<file path="config.mk">
export PLATFORM = sky130hd
export DESIGN_NAME = avi_movi_stream_demux
export DESIGN_NICKNAME = d
export VERILOG_FILES = /design/src/sv/avimd_pkg.sv /design/src/sv/avi_movi_stream_demux.sv /design/src/sv/avimd_parse.sv /design/src/sv/avimd_queue.sv /design/src/sv/avimd_emit.sv
export SDC_FILE = /design/constraint.sdc
export NUM_CORES = 1
export LEC_CHECK = 0
export ABC_AREA = 0
export CAP_MARGIN = 20
export CORE_MARGIN = 2
export CORE_UTILIZATION = 55
export CTS_CLUSTER_DIAMETER = 30
export DETAILED_ROUTE_END_ITERATION = 12
export DONT_BUFFER_PORTS = 1
export PLACE_DENSITY_LB_ADDON = 0.15
export SKIP_CTS_REPAIR_TIMING = 1
export SLEW_MARGIN = 25
export SYNTH_ARGS = -nofsm -noshare
export SYNTH_HDL_FRONTEND = slang
export SYNTH_HIERARCHICAL = 1
export SYNTH_SLANG_ARGS = --single-unit
</file>
<file path="constraint.sdc">
create_clock -name clock -period 7.8 [get_ports clock]
set_clock_uncertainty 0.2 [all_clocks]
set_input_delay 0.39 -clock clock [delete_from_list [all_inputs] [get_ports clock]]
set_output_delay 0.39 -clock clock [all_outputs]
set_load 0.03 [all_outputs]
</file>
<file path="src/sv/avimd_pkg.sv">
// shared types, constants and helpers of the avi movi stream demux
package avimd_pkg;

   localparam int QueueDepth = 4;

   localparam logic [31:0] FccRiff = 32'h4646_4952;
   localparam logic [31:0] FccList = 32'h5453_494C;
   localparam logic [31:0] FccMovi = 32'h6976_6F6D;
   localparam logic [31:0] FccRec  = 32'h2063_6572;
   localparam logic [31:0] FccJunk = 32'h4B4E_554A;
   localparam logic [31:0] FccIdx1 = 32'h3178_6469;
   localparam logic [15:0] TwoDb   = 16'h6264;
   localparam logic [15:0] TwoDc   = 16'h6364;
   localparam logic [15:0] TwoWb   = 16'h6277;
   localparam logic [15:0] TwoIx   = 16'h7869;
   localparam logic [31:0] HeaderEnd = 32'd12;

   typedef enum logic [2:0] {
      PH_HDR, PH_FORM, PH_S_ID, PH_S_SIZE, PH_S_TYPE, PH_M_ID, PH_M_SIZE, PH_M_TYPE
   } phase_type;

   typedef enum logic [1:0] {
      RT_SKIP, RT_VIDEO, RT_AUDIO, RT_LIST
   } route_type;

   typedef enum logic [1:0] {
      KIND_VIDEO = 2'd0,
      KIND_AUDIO = 2'd1,
      KIND_EVENT = 2'd2
   } kind_type;

   typedef enum logic [2:0] {
      EV_IDX1_END     = 3'd0,
      EV_FILE_END     = 3'd1,
      EV_NOT_RIFF     = 3'd2,
      EV_SIZE_BAD     = 3'd3,
      EV_NO_MOVI      = 3'd4,
      EV_UNKNOWN      = 3'd5,
      EV_NONE_ENABLED = 3'd6
   } event_type;

   typedef enum logic [2:0] {
      CSR_FILE_SIZE      = 3'd0,
      CSR_VIDEO_ENABLE   = 3'd1,
      CSR_AUDIO_ENABLE   = 3'd2,
      CSR_HEADER_POLICY  = 3'd3,
      CSR_UNKNOWN_POLICY = 3'd4
   } csr_index_type;

   localparam logic [1:0] UnkHalt  = 2'd0;
   localparam logic [1:0] UnkFirst = 2'd2;

   typedef struct packed {
      logic [1:0] kind;
      logic [7:0] payload;
      logic [2:0] event_code;
      logic       halted;
      logic       last_of_run;
   } result_type;

   // one accepted byte worth of results: r0 always, r1 when two is set
   typedef struct packed {
      logic       two;
      result_type r0;
      result_type r1;
   } entry_type;

   typedef struct packed {
      logic full;
      logic empty;
   } queue_status_type;

   function automatic result_type mk_res(logic [1:0] kind, logic [7:0] pay,
                                         logic [2:0] ev, logic halt);
      result_type r;
      r.kind        = kind;
      r.payload     = pay;
      r.event_code  = ev;
      r.halted      = halt;
      r.last_of_run = 1'b0;
      return r;
   endfunction

   function automatic logic [7:0] tag_byte(logic [1:0] k);
      logic [7:0] t;
      unique case (k)
         2'd0: t = 8'h4D;
         2'd1: t = 8'h50;
         2'd2: t = 8'h34;
         default: t = 8'h55;
      endcase
      return t;
   endfunction

endpackage

</file>
<file path="src/sv/avi_movi_stream_demux.sv">
// top level of the avi movi stream demux
//
// file bytes enter on the req_ queue port: a beat is taken when req_push is
// high and req_full is low, one beat per cycle. results leave on the rsp_
// queue port: the oldest result sits on the rsp_ fields while rsp_empty is
// low and goes when rsp_pop is high. each result is a video byte, an audio
// byte or an event; rsp_last_of_run marks the final result of one file byte,
// and a byte may give none, one or two results.
// path: a byte's results are written to the queue at the edge that takes the
// byte and then pass one by one through the output register.
// throughput: one file byte per cycle while req_full is low; one result per
// cycle, set by the single output register, while the receiver keeps popping.
// the parser and the output register are parted by a queue of Depth groups,
// so bytes keep flowing while a result waits; req_full is high exactly while
// that queue is full. registers are written on the csr_ port, always ready;
// the user is to write them between files; the block does not enforce it.
// reset clears the parser to the header check, empties the queue and loads
// the register defaults; after a halting event further bytes give nothing.
module avi_movi_stream_demux #(
   parameter int Depth = avimd_pkg::QueueDepth
) (
   input  logic        clock,
   input  logic        reset,
   input  logic        req_push,
   output logic        req_full,
   input  logic [7:0]  req_file_byte,
   output logic        rsp_empty,
   input  logic        rsp_pop,
   output logic [1:0]  rsp_kind,
   output logic [7:0]  rsp_payload,
   output logic [2:0]  rsp_event_code,
   output logic        rsp_halted,
   output logic        rsp_last_of_run,
   input  logic        csr_valid,
   output logic        csr_ready,
   input  logic [2:0]  csr_index,
   input  logic [31:0] csr_data
);

   avimd_pkg::queue_status_type q_status;
   avimd_pkg::entry_type        q_entry, q_head;
   avimd_pkg::result_type       out_res;
   logic                        q_push, q_pop;

   assign csr_ready = 1'b1;
   assign req_full  = q_status.full;

   avimd_parse u_parse (
      .clock         (clock),
      .reset         (reset),
      .req_push      (req_push),
      .req_file_byte (req_file_byte),
      .csr_valid     (csr_valid),
      .csr_index     (csr_index),
      .csr_data      (csr_data),
      .q_status      (q_status),
      .q_push        (q_push),
      .q_entry       (q_entry)
   );

   avimd_queue #(.Depth(Depth)) u_queue (
      .clock      (clock),
      .reset      (reset),
      .push       (q_push),
      .push_entry (q_entry),
      .pop        (q_pop),
      .head       (q_head),
      .status     (q_status)
   );

   avimd_emit u_emit (
      .clock     (clock),
      .reset     (reset),
      .head      (q_head),
      .q_status  (q_status),
      .q_pop     (q_pop),
      .rsp_pop   (rsp_pop),
      .rsp_empty (rsp_empty),
      .out_res   (out_res)
   );

   assign rsp_kind        = out_res.kind;
   assign rsp_payload     = out_res.payload;
   assign rsp_event_code  = out_res.event_code;
   assign rsp_halted      = out_res.halted;
   assign rsp_last_of_run = out_res.last_of_run;

endmodule

</file>
<file path="src/sv/avimd_parse.sv">
// front end: register file, chunk parser and result builder; one byte per cycle unless the queue is full
module avimd_parse (
   input  logic                      clock,
   input  logic                      reset,
   input  logic                      req_push,
   input  logic [7:0]                req_file_byte,
   input  logic                      csr_valid,
   input  logic [2:0]                csr_index,
   input  logic [31:0]               csr_data,
   input  avimd_pkg::queue_status_type q_status,
   output logic                      q_push,
   output avimd_pkg::entry_type      q_entry
);

   logic [31:0] file_size_ff;
   logic        video_enable_ff, audio_enable_ff, header_policy_ff;
   logic [1:0]  unknown_policy_ff;

   avimd_pkg::phase_type phase_ff, phase_in;
   avimd_pkg::route_type route_ff, route_in;
   logic [31:0] pos_ff, pos_in;
   logic [31:0] shift_ff, shift_in;
   logic [1:0]  fbc_ff, fbc_in;
   logic [31:0] rem_ff, rem_in;
   logic        pad_ff, pad_in;
   logic        unk_rep_ff, unk_rep_in;
   logic        done_ff, done_in;

   logic                  accept;
   logic [31:0]           shift_c;
   logic                  take_done;
   logic                  in_movi;
   logic                  stop;
   logic [1:0]            n_c;
   avimd_pkg::result_type res_c [2];
   logic [15:0]           hi_c, lo_c;
   logic [31:0]           want_c;

   assign accept = req_push && !q_status.full;

   always_ff @(posedge clock) begin
      if (reset) begin
         file_size_ff      <= '0;
         video_enable_ff   <= 1'b1;
         audio_enable_ff   <= 1'b1;
         header_policy_ff  <= 1'b1;
         unknown_policy_ff <= 2'd1;
      end else if (csr_valid) begin
         unique case (csr_index)
            avimd_pkg::CSR_FILE_SIZE:      file_size_ff      <= csr_data;
            avimd_pkg::CSR_VIDEO_ENABLE:   video_enable_ff   <= csr_data[0];
            avimd_pkg::CSR_AUDIO_ENABLE:   audio_enable_ff   <= csr_data[0];
            avimd_pkg::CSR_HEADER_POLICY:  header_policy_ff  <= csr_data[0];
            avimd_pkg::CSR_UNKNOWN_POLICY: unknown_policy_ff <= csr_data[1:0];
            default: ;
         endcase
      end
   end

   always_comb begin
      shift_c   = {req_file_byte, shift_ff[31:8]};
      take_done = (fbc_ff == 2'd3);
      in_movi   = (phase_ff == avimd_pkg::PH_M_ID) || (phase_ff == avimd_pkg::PH_M_SIZE) ||
                  (phase_ff == avimd_pkg::PH_M_TYPE);
      hi_c      = shift_c[31:16];
      lo_c      = shift_c[15:0];
      want_c    = (phase_ff == avimd_pkg::PH_S_TYPE) ? avimd_pkg::FccMovi : avimd_pkg::FccRec;
      phase_in   = phase_ff;
      route_in   = route_ff;
      pos_in     = pos_ff;
      shift_in   = shift_ff;
      fbc_in     = fbc_ff;
      rem_in     = rem_ff;
      pad_in     = pad_ff;
      unk_rep_in = unk_rep_ff;
      done_in    = done_ff;
      stop       = 1'b0;
      n_c        = 2'd0;
      res_c[0]   = '0;
      res_c[1]   = '0;

      if (!done_ff) begin
         unique case (phase_ff)
            avimd_pkg::PH_HDR: begin
               shift_in = shift_c;
               fbc_in   = take_done ? 2'd0 : fbc_ff + 2'd1;
               if (take_done) begin
                  if (pos_ff == 32'd3) begin
                     if (shift_c != avimd_pkg::FccRiff) begin
                        stop = !header_policy_ff;
                        res_c[n_c[0]] = avimd_pkg::mk_res(avimd_pkg::KIND_EVENT, 8'd0,
                                                          avimd_pkg::EV_NOT_RIFF, stop);
                        n_c = n_c + 2'd1;
                     end
                  end else begin
                     if (shift_c != file_size_ff - 32'd8) begin
                        stop = !header_policy_ff;
                        res_c[n_c[0]] = avimd_pkg::mk_res(avimd_pkg::KIND_EVENT, 8'd0,
                                                          avimd_pkg::EV_SIZE_BAD, stop);
                        n_c = n_c + 2'd1;
                     end
                     if (!stop && !video_enable_ff && !audio_enable_ff) begin
                        stop = 1'b1;
                        res_c[n_c[0]] = avimd_pkg::mk_res(avimd_pkg::KIND_EVENT, 8'd0,
                                                          avimd_pkg::EV_NONE_ENABLED, 1'b1);
                        n_c = n_c + 2'd1;
                     end
                     if (!stop) begin
                        phase_in = avimd_pkg::PH_FORM;
                        fbc_in   = 2'd0;
                     end
                  end
               end
            end
            avimd_pkg::PH_FORM: begin
               if (video_enable_ff) begin
                  res_c[n_c[0]] = avimd_pkg::mk_res(avimd_pkg::KIND_VIDEO,
                                                    avimd_pkg::tag_byte(pos_ff[1:0]),
                                                    3'd0, 1'b0);
                  n_c = n_c + 2'd1;
               end
               if (pos_ff[1:0] == 2'd3) begin
                  phase_in = avimd_pkg::PH_S_ID;
                  fbc_in   = 2'd0;
               end
            end
            avimd_pkg::PH_S_ID, avimd_pkg::PH_M_ID: begin
               if (rem_ff != 32'd0) begin
                  if (in_movi && route_ff == avimd_pkg::RT_VIDEO && video_enable_ff) begin
                     res_c[n_c[0]] = avimd_pkg::mk_res(avimd_pkg::KIND_VIDEO, req_file_byte,
                                                       3'd0, 1'b0);
                     n_c = n_c + 2'd1;
                  end else if (in_movi && route_ff == avimd_pkg::RT_AUDIO && audio_enable_ff) begin
                     res_c[n_c[0]] = avimd_pkg::mk_res(avimd_pkg::KIND_AUDIO, req_file_byte,
                                                       3'd0, 1'b0);
                     n_c = n_c + 2'd1;
                  end
                  rem_in = rem_ff - 32'd1;
               end else if (pad_ff) begin
                  pad_in = 1'b0;
               end else begin
                  shift_in = shift_c;
                  fbc_in   = take_done ? 2'd0 : fbc_ff + 2'd1;
                  if (take_done) begin
                     if (!in_movi) begin
                        route_in = (shift_c == avimd_pkg::FccList) ? avimd_pkg::RT_LIST
                                                                   : avimd_pkg::RT_SKIP;
                        phase_in = avimd_pkg::PH_S_SIZE;
                     end else if (shift_c == avimd_pkg::FccList) begin
                        route_in = avimd_pkg::RT_LIST;
                        phase_in = avimd_pkg::PH_M_SIZE;
                     end else if (hi_c == avimd_pkg::TwoDb || hi_c == avimd_pkg::TwoDc) begin
                        route_in = avimd_pkg::RT_VIDEO;
                        phase_in = avimd_pkg::PH_M_SIZE;
                     end else if (hi_c == avimd_pkg::TwoWb) begin
                        route_in = avimd_pkg::RT_AUDIO;
                        phase_in = avimd_pkg::PH_M_SIZE;
                     end else if (hi_c == avimd_pkg::TwoIx || lo_c == avimd_pkg::TwoIx ||
                                  shift_c == avimd_pkg::FccJunk) begin
                        route_in = avimd_pkg::RT_SKIP;
                        phase_in = avimd_pkg::PH_M_SIZE;
                     end else if (shift_c == avimd_pkg::FccIdx1) begin
                        stop = 1'b1;
                        res_c[n_c[0]] = avimd_pkg::mk_res(avimd_pkg::KIND_EVENT, 8'd0,
                                                          avimd_pkg::EV_IDX1_END, 1'b1);
                        n_c = n_c + 2'd1;
                     end else if (unknown_policy_ff == avimd_pkg::UnkHalt) begin
                        stop = 1'b1;
                        res_c[n_c[0]] = avimd_pkg::mk_res(avimd_pkg::KIND_EVENT, 8'd0,
                                                          avimd_pkg::EV_UNKNOWN, 1'b1);
                        n_c = n_c + 2'd1;
                     end else if (unknown_policy_ff != avimd_pkg::UnkFirst || !unk_rep_ff) begin
                        unk_rep_in = 1'b1;
                        res_c[n_c[0]] = avimd_pkg::mk_res(avimd_pkg::KIND_EVENT, 8'd0,
                                                          avimd_pkg::EV_UNKNOWN, 1'b0);
                        n_c = n_c + 2'd1;
                     end
                  end
               end
            end
            avimd_pkg::PH_S_SIZE, avimd_pkg::PH_M_SIZE: begin
               if (in_movi && route_ff == avimd_pkg::RT_VIDEO && video_enable_ff) begin
                  res_c[n_c[0]] = avimd_pkg::mk_res(avimd_pkg::KIND_VIDEO, req_file_byte,
                                                    3'd0, 1'b0);
                  n_c = n_c + 2'd1;
               end
               shift_in = shift_c;
               fbc_in   = take_done ? 2'd0 : fbc_ff + 2'd1;
               if (take_done) begin
                  rem_in = shift_c;
                  if (route_ff == avimd_pkg::RT_LIST) begin
                     phase_in = in_movi ? avimd_pkg::PH_M_TYPE : avimd_pkg::PH_S_TYPE;
                  end else begin
                     pad_in   = shift_c[0];
                     phase_in = in_movi ? avimd_pkg::PH_M_ID : avimd_pkg::PH_S_ID;
                  end
               end
            end
            default: begin
               // list type word; rem holds the list size
               shift_in = shift_c;
               fbc_in   = take_done ? 2'd0 : fbc_ff + 2'd1;
               if (take_done) begin
                  route_in = avimd_pkg::RT_SKIP;
                  if (shift_c == want_c) begin
                     rem_in = 32'd0;
                     pad_in = 1'b0;
                  end else begin
                     rem_in = (rem_ff >= 32'd4) ? rem_ff - 32'd4 : 32'd0;
                     pad_in = rem_ff[0];
                  end
                  phase_in = (phase_ff == avimd_pkg::PH_S_TYPE &&
                              shift_c != avimd_pkg::FccMovi) ? avimd_pkg::PH_S_ID
                                                             : avimd_pkg::PH_M_ID;
               end
            end
         endcase

         if (!stop) begin
            pos_in = pos_ff + 32'd1;
            if (pos_in >= avimd_pkg::HeaderEnd && pos_in >= file_size_ff) begin
               stop = 1'b1;
               res_c[n_c[0]] = avimd_pkg::mk_res(avimd_pkg::KIND_EVENT, 8'd0,
                                                 in_movi ? avimd_pkg::EV_FILE_END
                                                         : avimd_pkg::EV_NO_MOVI, 1'b1);
               n_c = n_c + 2'd1;
            end
         end
         if (stop) begin
            done_in = 1'b1;
         end
      end

      if (n_c == 2'd1) begin
         res_c[0].last_of_run = 1'b1;
      end else begin
         res_c[1].last_of_run = 1'b1;
      end
      q_entry.two = n_c[1];
      q_entry.r0  = res_c[0];
      q_entry.r1  = res_c[1];
      q_push      = accept && (n_c != 2'd0);
   end

   always_ff @(posedge clock) begin
      if (reset) begin
         phase_ff   <= avimd_pkg::PH_HDR;
         route_ff   <= avimd_pkg::RT_SKIP;
         pos_ff     <= '0;
         shift_ff   <= '0;
         fbc_ff     <= '0;
         rem_ff     <= '0;
         pad_ff     <= 1'b0;
         unk_rep_ff <= 1'b0;
         done_ff    <= 1'b0;
      end else if (accept) begin
         phase_ff   <= phase_in;
         route_ff   <= route_in;
         pos_ff     <= pos_in;
         shift_ff   <= shift_in;
         fbc_ff     <= fbc_in;
         rem_ff     <= rem_in;
         pad_ff     <= pad_in;
         unk_rep_ff <= unk_rep_in;
         done_ff    <= done_in;
      end
   end

endmodule

</file>
<file path="src/sv/avimd_queue.sv">
// small queue of per-byte result groups between parser and emitter
module avimd_queue #(
   parameter int Depth = avimd_pkg::QueueDepth
) (
   input  logic                        clock,
   input  logic                        reset,
   input  logic                        push,
   input  avimd_pkg::entry_type        push_entry,
   input  logic                        pop,
   output avimd_pkg::entry_type        head,
   output avimd_pkg::queue_status_type status
);

   localparam int AW = (Depth > 1) ? $clog2(Depth) : 1;
   localparam int CW = $clog2(Depth + 1);

   avimd_pkg::entry_type mem_ff [Depth];
   logic [AW-1:0] wr_ff, wr_in, rd_ff, rd_in;
   logic [CW-1:0] cnt_ff, cnt_in;
   logic          do_push, do_pop;

   assign status.full  = (cnt_ff == CW'(Depth));
   assign status.empty = (cnt_ff == '0);
   assign do_push      = push && !status.full;
   assign do_pop       = pop && !status.empty;
   assign head         = mem_ff[rd_ff];

   always_comb begin
      wr_in  = do_push ? ((wr_ff == AW'(Depth - 1)) ? '0 : wr_ff + AW'(1)) : wr_ff;
      rd_in  = do_pop  ? ((rd_ff == AW'(Depth - 1)) ? '0 : rd_ff + AW'(1)) : rd_ff;
      cnt_in = cnt_ff + CW'(do_push) - CW'(do_pop);
   end

   always_ff @(posedge clock) begin
      if (do_push) begin
         mem_ff[wr_ff] <= push_entry;
      end
   end

   always_ff @(posedge clock) begin
      if (reset) begin
         wr_ff  <= '0;
         rd_ff  <= '0;
         cnt_ff <= '0;
      end else begin
         wr_ff  <= wr_in;
         rd_ff  <= rd_in;
         cnt_ff <= cnt_in;
      end
   end

endmodule

</file>
<file path="src/sv/avimd_emit.sv">
// back end: splits result groups into single beats held in the output register
module avimd_emit (
   input  logic                        clock,
   input  logic                        reset,
   input  avimd_pkg::entry_type        head,
   input  avimd_pkg::queue_status_type q_status,
   output logic                        q_pop,
   input  logic                        rsp_pop,
   output logic                        rsp_empty,
   output avimd_pkg::result_type       out_res
);

   logic                  valid_ff, valid_in;
   logic                  sub_ff, sub_in;
   avimd_pkg::result_type res_ff, res_in;
   logic                  load, take;

   assign load      = !valid_ff || rsp_pop;
   assign take      = load && !q_status.empty;
   assign rsp_empty = !valid_ff;
   assign out_res   = res_ff;

   always_comb begin
      valid_in = valid_ff;
      sub_in   = sub_ff;
      res_in   = res_ff;
      q_pop    = 1'b0;
      if (load) begin
         valid_in = !q_status.empty;
      end
      if (take) begin
         if (sub_ff) begin
            res_in = head.r1;
            sub_in = 1'b0;
            q_pop  = 1'b1;
         end else begin
            res_in = head.r0;
            if (head.two) begin
               sub_in = 1'b1;
            end else begin
               q_pop = 1'b1;
            end
         end
      end
   end

   always_ff @(posedge clock) begin
      res_ff <= res_in;
   end

   always_ff @(posedge clock) begin
      if (reset) begin
         valid_ff <= 1'b0;
         sub_ff   <= 1'b0;
      end else begin
         valid_ff <= valid_in;
         sub_ff   <= sub_in;
      end
   end

endmodule
</file>
==> Word level (Yosys, flattened, before mapping) <==
Memory sizes are Yosys's and may differ from the RTL's. A register that Yosys moved wholly into a read port is not among the register bits.
Index checks and enable logic that the tools add are counted.
{ "word_totals": {"ff_bits": 167, "mem_bits_rw": 124, "out_inout_bits": 18, "word_cells": 331, "memories": 1} }
{ "classes": {"add_sub_neg": 11, "order_cmp": 7, "eq_ne": 47, "mux": 166, "n_bitwise": 18, "reduce_logical": 57} }
{ "mem_list": {"columns": ["name", "depth", "width", "rd", "rd_ports_with_merged_regs", "write_ports", "line_no", "source"], "rows": [
  ["u_queue.mem_ff", 4, 31, 1, 1, 1, "avimd_queue.sv:17", "avimd_pkg::entry_type mem_ff [Depth];"]
]} }
{ "op_table": {"columns": ["operator", "count"], "rows": [
  ["$mux W15", 26],
  ["$mux W32", 7],
  ["$mux W30", 5],
  ["$pmux W32 S3", 1],
  ["$mux W2", 44],
  ["$eq A16 B15 Y1 const B", 5],
  ["$eq A32 B31 Y1 const B", 2],
  ["$ne A32 B31 Y1 const B", 2],
  ["$pmux W32 S2", 1],
  ["$pmux W15 S4", 1],
  ["$mux W3", 18],
  ["$mux W1", 49],
  ["$add A32 B1 Y32 const B", 1],
  ["$eq A32 B2 Y1 const B", 1],
  ["$eq A32 B30 Y1 const B", 1],
  ["$eq A32 B32 Y1", 1],
  ["$ge A32 B3 Y1 const B", 1],
  ["$ge A32 B32 Y1", 1],
  ["$ge A32 B4 Y1 const B", 1],
  ["$ne A32 B32 Y1", 1],
  ["$reduce_bool A32 Y1", 1],
  ["$sub A32 B1 Y32 const B", 1],
  ["$sub A32 B3 Y32 const B", 1],
  ["$sub A32 B4 Y32 const B", 1],
  ["46 further kinds", 133]
]} }

==> Logic depth before layout (Yosys ltp) <==
{ "depth": {"ltp_word": 26, "mapped_depth": 28} }

==> Hierarchy <==
The synthesis kept the hierarchy.
{ "modules_own_cells": {"columns": ["mod", "instances", "cells_per_inst", "area_each_um2", "seq_area_each_um2"], "rows": [
  ["avimd_parse", 1, 1521, 10719.0, 2702.6],
  ["avimd_queue", 1, 211, 4936.0, 3903.7],
  ["avimd_emit", 1, 44, 778.2, 490.5],
  ["avi_movi_stream_demux", 1, 2, 11.3, 0.0]
]} }

==> Worst setup path after synthesis <==
OpenSTA, ideal clock, no wires.
{ "synth_timing": {"kind": "register to register", "from": "register u_parse.pos_ff[1]", "to": "register u_queue.cnt_ff[2]", "setup_ns": 0.115, "arrival_ns": 5.738, "t_required_ns": 7.485, "slack_ns": 1.748, "stages_incl_launch_ff": 28, "n_path_buf": 2, "cell_sequence": "dfxtp_1 -> ha_1 -> clkbuf_1 -> and4_1 -> buf_2 -> nand4_1 -> or2_2 -> nor2_1 -> xor2_1 -> ha_1 -> and4_1 -> a221oi_1 -> a2111o_1 -> a31oi_1 -> or3_1 -> o41a_1 -> o211ai_2 -> o31ai_1 -> a31oi_1 -> and2_4 -> inv_1 -> ha_1 -> inv_1 -> ha_1 -> fa_1 -> xnor2_1 -> xnor2_1 -> nor2_1"} }
{ "synth_between": {"elab_chain_cells": 14} }
{ "synth_lines": {"columns": ["item", "line_no", "source"], "rows": [
  ["start, declared", "avimd_parse.sv:21", "logic [31:0] pos_ff, pos_in;"],
  ["start signal, assigned", "avimd_parse.sv:259", "pos_ff <= pos_in;"],
  ["parallel branches: the longest is 7 deep, another holds $add A32 B1 Y32", null, null],
  ["$mux W2 (*)", "avimd_parse.sv:219", "if (!stop) begin"],
  ["$mux W2 (*)", "avimd_parse.sv:82", "if (!done_ff) begin"],
  ["$reduce_bool A2 Y1 (*)", "avimd_parse.sv:242", "q_push = accept && (n_c != 2'd0);"],
  ["$logic_and A1 B1 Y1 (*)", "avimd_parse.sv:242", null],
  ["via q_push", "avi_movi_stream_demux.sv:43", "logic q_push, q_pop;"],
  ["$logic_and A1 B1 Y1 (*)", "avimd_queue.sv:24", "assign do_push = push && !status.full;"],
  ["$add A3 B1 Y3 (*)", "avimd_queue.sv:31", "cnt_in = cnt_ff + CW'(do_push) - CW'(do_pop);"],
  ["$sub A3 B1 Y3 (*)", "avimd_queue.sv:31", null],
  ["end signal, assigned", "avimd_queue.sv:48", "cnt_ff <= cnt_in;"],
  ["end, declared", "avimd_queue.sv:19", "logic [CW-1:0] cnt_ff, cnt_in;"]
]} }
Mark *: on every way through the listed nets, which the timed path passes. The select of a mux whose other input is x is not followed.
A chain may end at the register's enable or synchronous reset.

==> Worst setup path in the final report <==
{ "layout_timing": {"from": "register u_parse.file_size_ff[3]", "to": "register u_queue.cnt_ff[2]"} }
{ "layout_between": {"elab_chain_cells": 26} }
{ "layout_lines": {"columns": ["item", "line_no", "source"], "rows": [
  ["start, declared", "avimd_parse.sv:15", "logic [31:0] file_size_ff;"],
  ["start signal, assigned", "avimd_parse.sv:50", "avimd_pkg::CSR_FILE_SIZE: file_size_ff <= csr_data;"],
  ["parallel branches: the longest is 19 deep, another holds $sub A32 B4 Y32", null, null],
  ["$mux W2 (*)", "avimd_parse.sv:219", null],
  ["$mux W2 (*)", "avimd_parse.sv:82", null],
  ["$reduce_bool A2 Y1 (*)", "avimd_parse.sv:242", null],
  ["$logic_and A1 B1 Y1 (*)", "avimd_parse.sv:242", null],
  ["via q_push", "avi_movi_stream_demux.sv:43", null],
  ["$logic_and A1 B1 Y1 (*)", "avimd_queue.sv:24", null],
  ["$add A3 B1 Y3 (*)", "avimd_queue.sv:31", null],
  ["$sub A3 B1 Y3 (*)", "avimd_queue.sv:31", null]
]} }
Marked as above.

==> run_results.csv <==
group,metric,value,unit
routing,wl_per_cell,21.0,um
synthesis,ys_seq_area_frac,0.432,
synthesis,synth.area.top_cells,"edfxtp_1, dfxtp_1, nand2_1, a21oi_1, mux4_2",
synthesis,synth_xor_area_frac,0.0463,
timing,setup-tns-final,0,ps
power,total_power,4.58,mW
cells_and_area,final_cells,2223,
synthesis,syn_area,16400,sq um
floorplan,die_x,177,um
timing,timing.fmax,143,MHz
worst_setup_path,cp_top_family,"simple AND/OR/NAND/NOR gates",
job,maxCapViolCount,0,
power,peakVddDrop,184,uV
grt,grt_pass1_wl,70.8,mm
worst_setup_path,crit_start,"u_parse/file_size_ff[3]",
synthesis,synth_top_area_cell,"edfxtp_1",
synthesis,synth.mux.area_fraction,0.0623,
worst_setup_path,endpoint_kind,"flop",
synthesis,synth-compound-area-share,0.144,
synthesis,synth_warnings,6,
routing,wl,46.7,mm
synthesis,yosysUniqueCellTypes,86,
routing,routed.top_layer,"met5",
grt,grt_overflow,0,
power,power_density,238,nW/um^2
worst_setup_path,critPathRequiredTime,8050,ps
floorplan,dieArea,31300,sq um
synthesis,syn_area_per_cell,9.25,sq um
routing,route.detailed.drc,0,
grt,antenna_found_initial,3,
synthesis,async_reset_ff_frac,0,
grt,grt_max_degree,151,
synthesis,synth-simple-area-share,0.221,
worst_setup_path,crit_type,"flop to flop",
min_path,hold_path_class,"primary input to flop",
grt,grtUsageTotal,0.290,
floorplan,num_io_pins,66,
floorplan,die_h,177,um
timing,finalCritPeriodShare,0.899,
synthesis,synth_ff_type,"dfxtp_1",
worst_setup_path,cp_data_arrival_time,7260,ps
cells_and_area,fillers,2365,
synthesis,synth_top_family_by_area,"simple AND/OR/NAND/NOR gates",
routing,wl_met2,21.6,mm
cts,cts-root-buf,"clkbuf_16",
timing,slew_violations,0,
cells_and_area,syn_to_final_growth,16.9,%
worst_setup_path,crit_buf_inv,4,
worst_setup_path,cp_slowest_cell,"a2111oi_4",
min_path,worstHoldStart,"csr_valid",
timing,hold_ws,-4.17,ps
worst_setup_path,critical_path.max_fanout,14,
cts,htree_levels,2,
cells_and_area,final_util,0.650,
placed_design,place_inst,2059,
grt,grt_pass1_vias,12700,
run_status,violations,"negative hold slack",
cts,cts.sinks,285,
placed_design,io_buffers,0,
worst_setup_path,timing.rr.start,"u_parse/file_size_ff[3]",
timing,setup_violations,0,
placed_design,globalplace.congestion,0.972,
routing,vias,13800,
cts,clk_path_buf_depth,3,
synthesis,synth_enable_flop_cells,139,
floorplan,core-area,29600,sq um
cts,clk_latency,590,ps
cts,path_clk_slew,50,ps
worst_setup_path,critPathLaunchType,"flop",
power,total_leakage_power,6.95,nW
routing,wirelength_met1,19.8,mm
synthesis,yosys.area.top_type_share,0.254,
cells_and_area,drive_gt1_frac,0.111,
cts,cts_tree,"done",
timing,rsz0062_at_grt,"no",
timing,finalCriticalPeriod,7010,ps
synthesis,syn-instance-count,1778,
run_status,status,"complete, but fails checks",
timing,worst_slew_pin_slew,855,ps
routing,wl_met3,3.37,mm
floorplan,start_util,0.556,
timing,finalHoldViolCount,1,
synthesis,synthAdderAreaFrac,0.0431,
timing,relSlewSlack,0.422,
cells_and_area,num-nets-final,1885,
routing,dr.pass1.iters,5,
synthesis,ys_seq_elements,285,
cts,cts_made_buffers,60,
worst_setup_path,cp_slowest_stage_delay,740,ps
routing,drt_iter0_markers,1460,
routing,detail-route-antenna-nets,0,
floorplan,num_rows,63,
routing,drt-vias-per-instance,6.23,
placed_design,dp_hpwl,30.9,mm
==> worst min-delay path: stages <==
cell	delay (ps)
and3_1	180
mux2i_1	90
nor2_1	70
==> power breakdown <==
part / leakage [nW] / internal (mW) / switching [mW]
combinational: 3.43 / 0.0860 / 0.122
clock: 1.08 / 1.86 / 0.897
sequential: 2.44 / 1.59 / 0.0366
total: 6.95 / 3.53 / 1.06
==> final cells by class <==
type                            instances  area, sq um  area share
Inverter                               64          240      0.0125
Clock inverter                         46          662      0.0344
Clock buffer                           66         1550      0.0808
Multi-Input combinational cell       1305         8540       0.444
Sequential cell                       285         7100       0.369
Tap cell                              390          488      0.0254
Timing Repair Buffer                   65          634      0.0330
Antenna cell                            2         5.00    0.000260
==> path summary, 6_finish.rpt <==
kind	end	slack [ps]	cells past startpoint
worst min-delay path	u_parse/unknown_policy_ff[1]	-4	3
worst max register to register	u_queue/cnt_ff[2]	790	27
worst min register to register	u_parse/unk_rep_ff	280	2
worst max-delay path	u_queue/cnt_ff[2]	790	27
==> cell usage after synthesis (all sizes together), types with 13 or more instances <==
master / n
xor2: 39
nand3: 49
nand4: 26
ha: 55
or3: 34
xnor2: 48
a211oi: 13
nand2: 218
nor3: 52
a31oi: 13
inv: 64
or4: 19
and3: 21
clkbuf: 100
nand2b: 21
a21oi: 142
nor2b: 18
dfxtp: 146
edfxtp: 139
o31ai: 23
a22oi: 17
buf: 32
nor4: 37
mux4: 31
mux2: 18
nor2: 148
o21ai: 95
and2: 13
==> flip-flops by register name, summed over array words and instances (netlist names), 3 cells and up, named ones only <==
name / count
u_parse/phase_ff: 3
u_parse/rem_ff: 32
u_emit/out_res: 15
u_queue/cnt_ff: 3
u_parse/shift_ff: 24
u_parse/pos_ff: 32
u_parse/file_size_ff: 32
u_queue/mem_ff: 124
==> kinds of logic after synthesis <==
kind of cell    count (synthesis)
simple gates                  712
mux                            58
buf+inv                       196
xor+xnor                       87
compound gates                382
flops                         285
fa+ha+maj                      56
other cells                     2
==> layer usage <==
| metal | global-route usage | vias up |
|---|---|---|
| li1 | - | 6509 |
| met1 | 0.394 | 6675 |
| met2 | 0.453 | 554 |
| met3 | 0.0526 | 107 |
| met4 | 0.129 | 2 |
| met5 | 0 | - |
==> placed cells by master (no fill, tap or decap), drive strengths merged, types with 21 or more instances in the layout <==
cell	instances
a21oi	142
and3	21
clkbuf	66
dfxtp	146
dlygate4sd3	49
edfxtp	139
ha	55
inv	78
mux4	31
nand2	218
nand2b	21
nand3	49
nand4	26
nor2	148
nor3	52
nor4	37
o21ai	95
o31ai	23
or3	34
xnor2	48
xor2	39
==> metrics by stage <==
step                area [sq um]  setup slack (ps)
finish                     19200               789
global placement           16500              1120
floorplan                  16500              1750
CTS                        18700               838
global route               19200               145
detailed placement         16500               850
(Power assumes the default switching activity.)
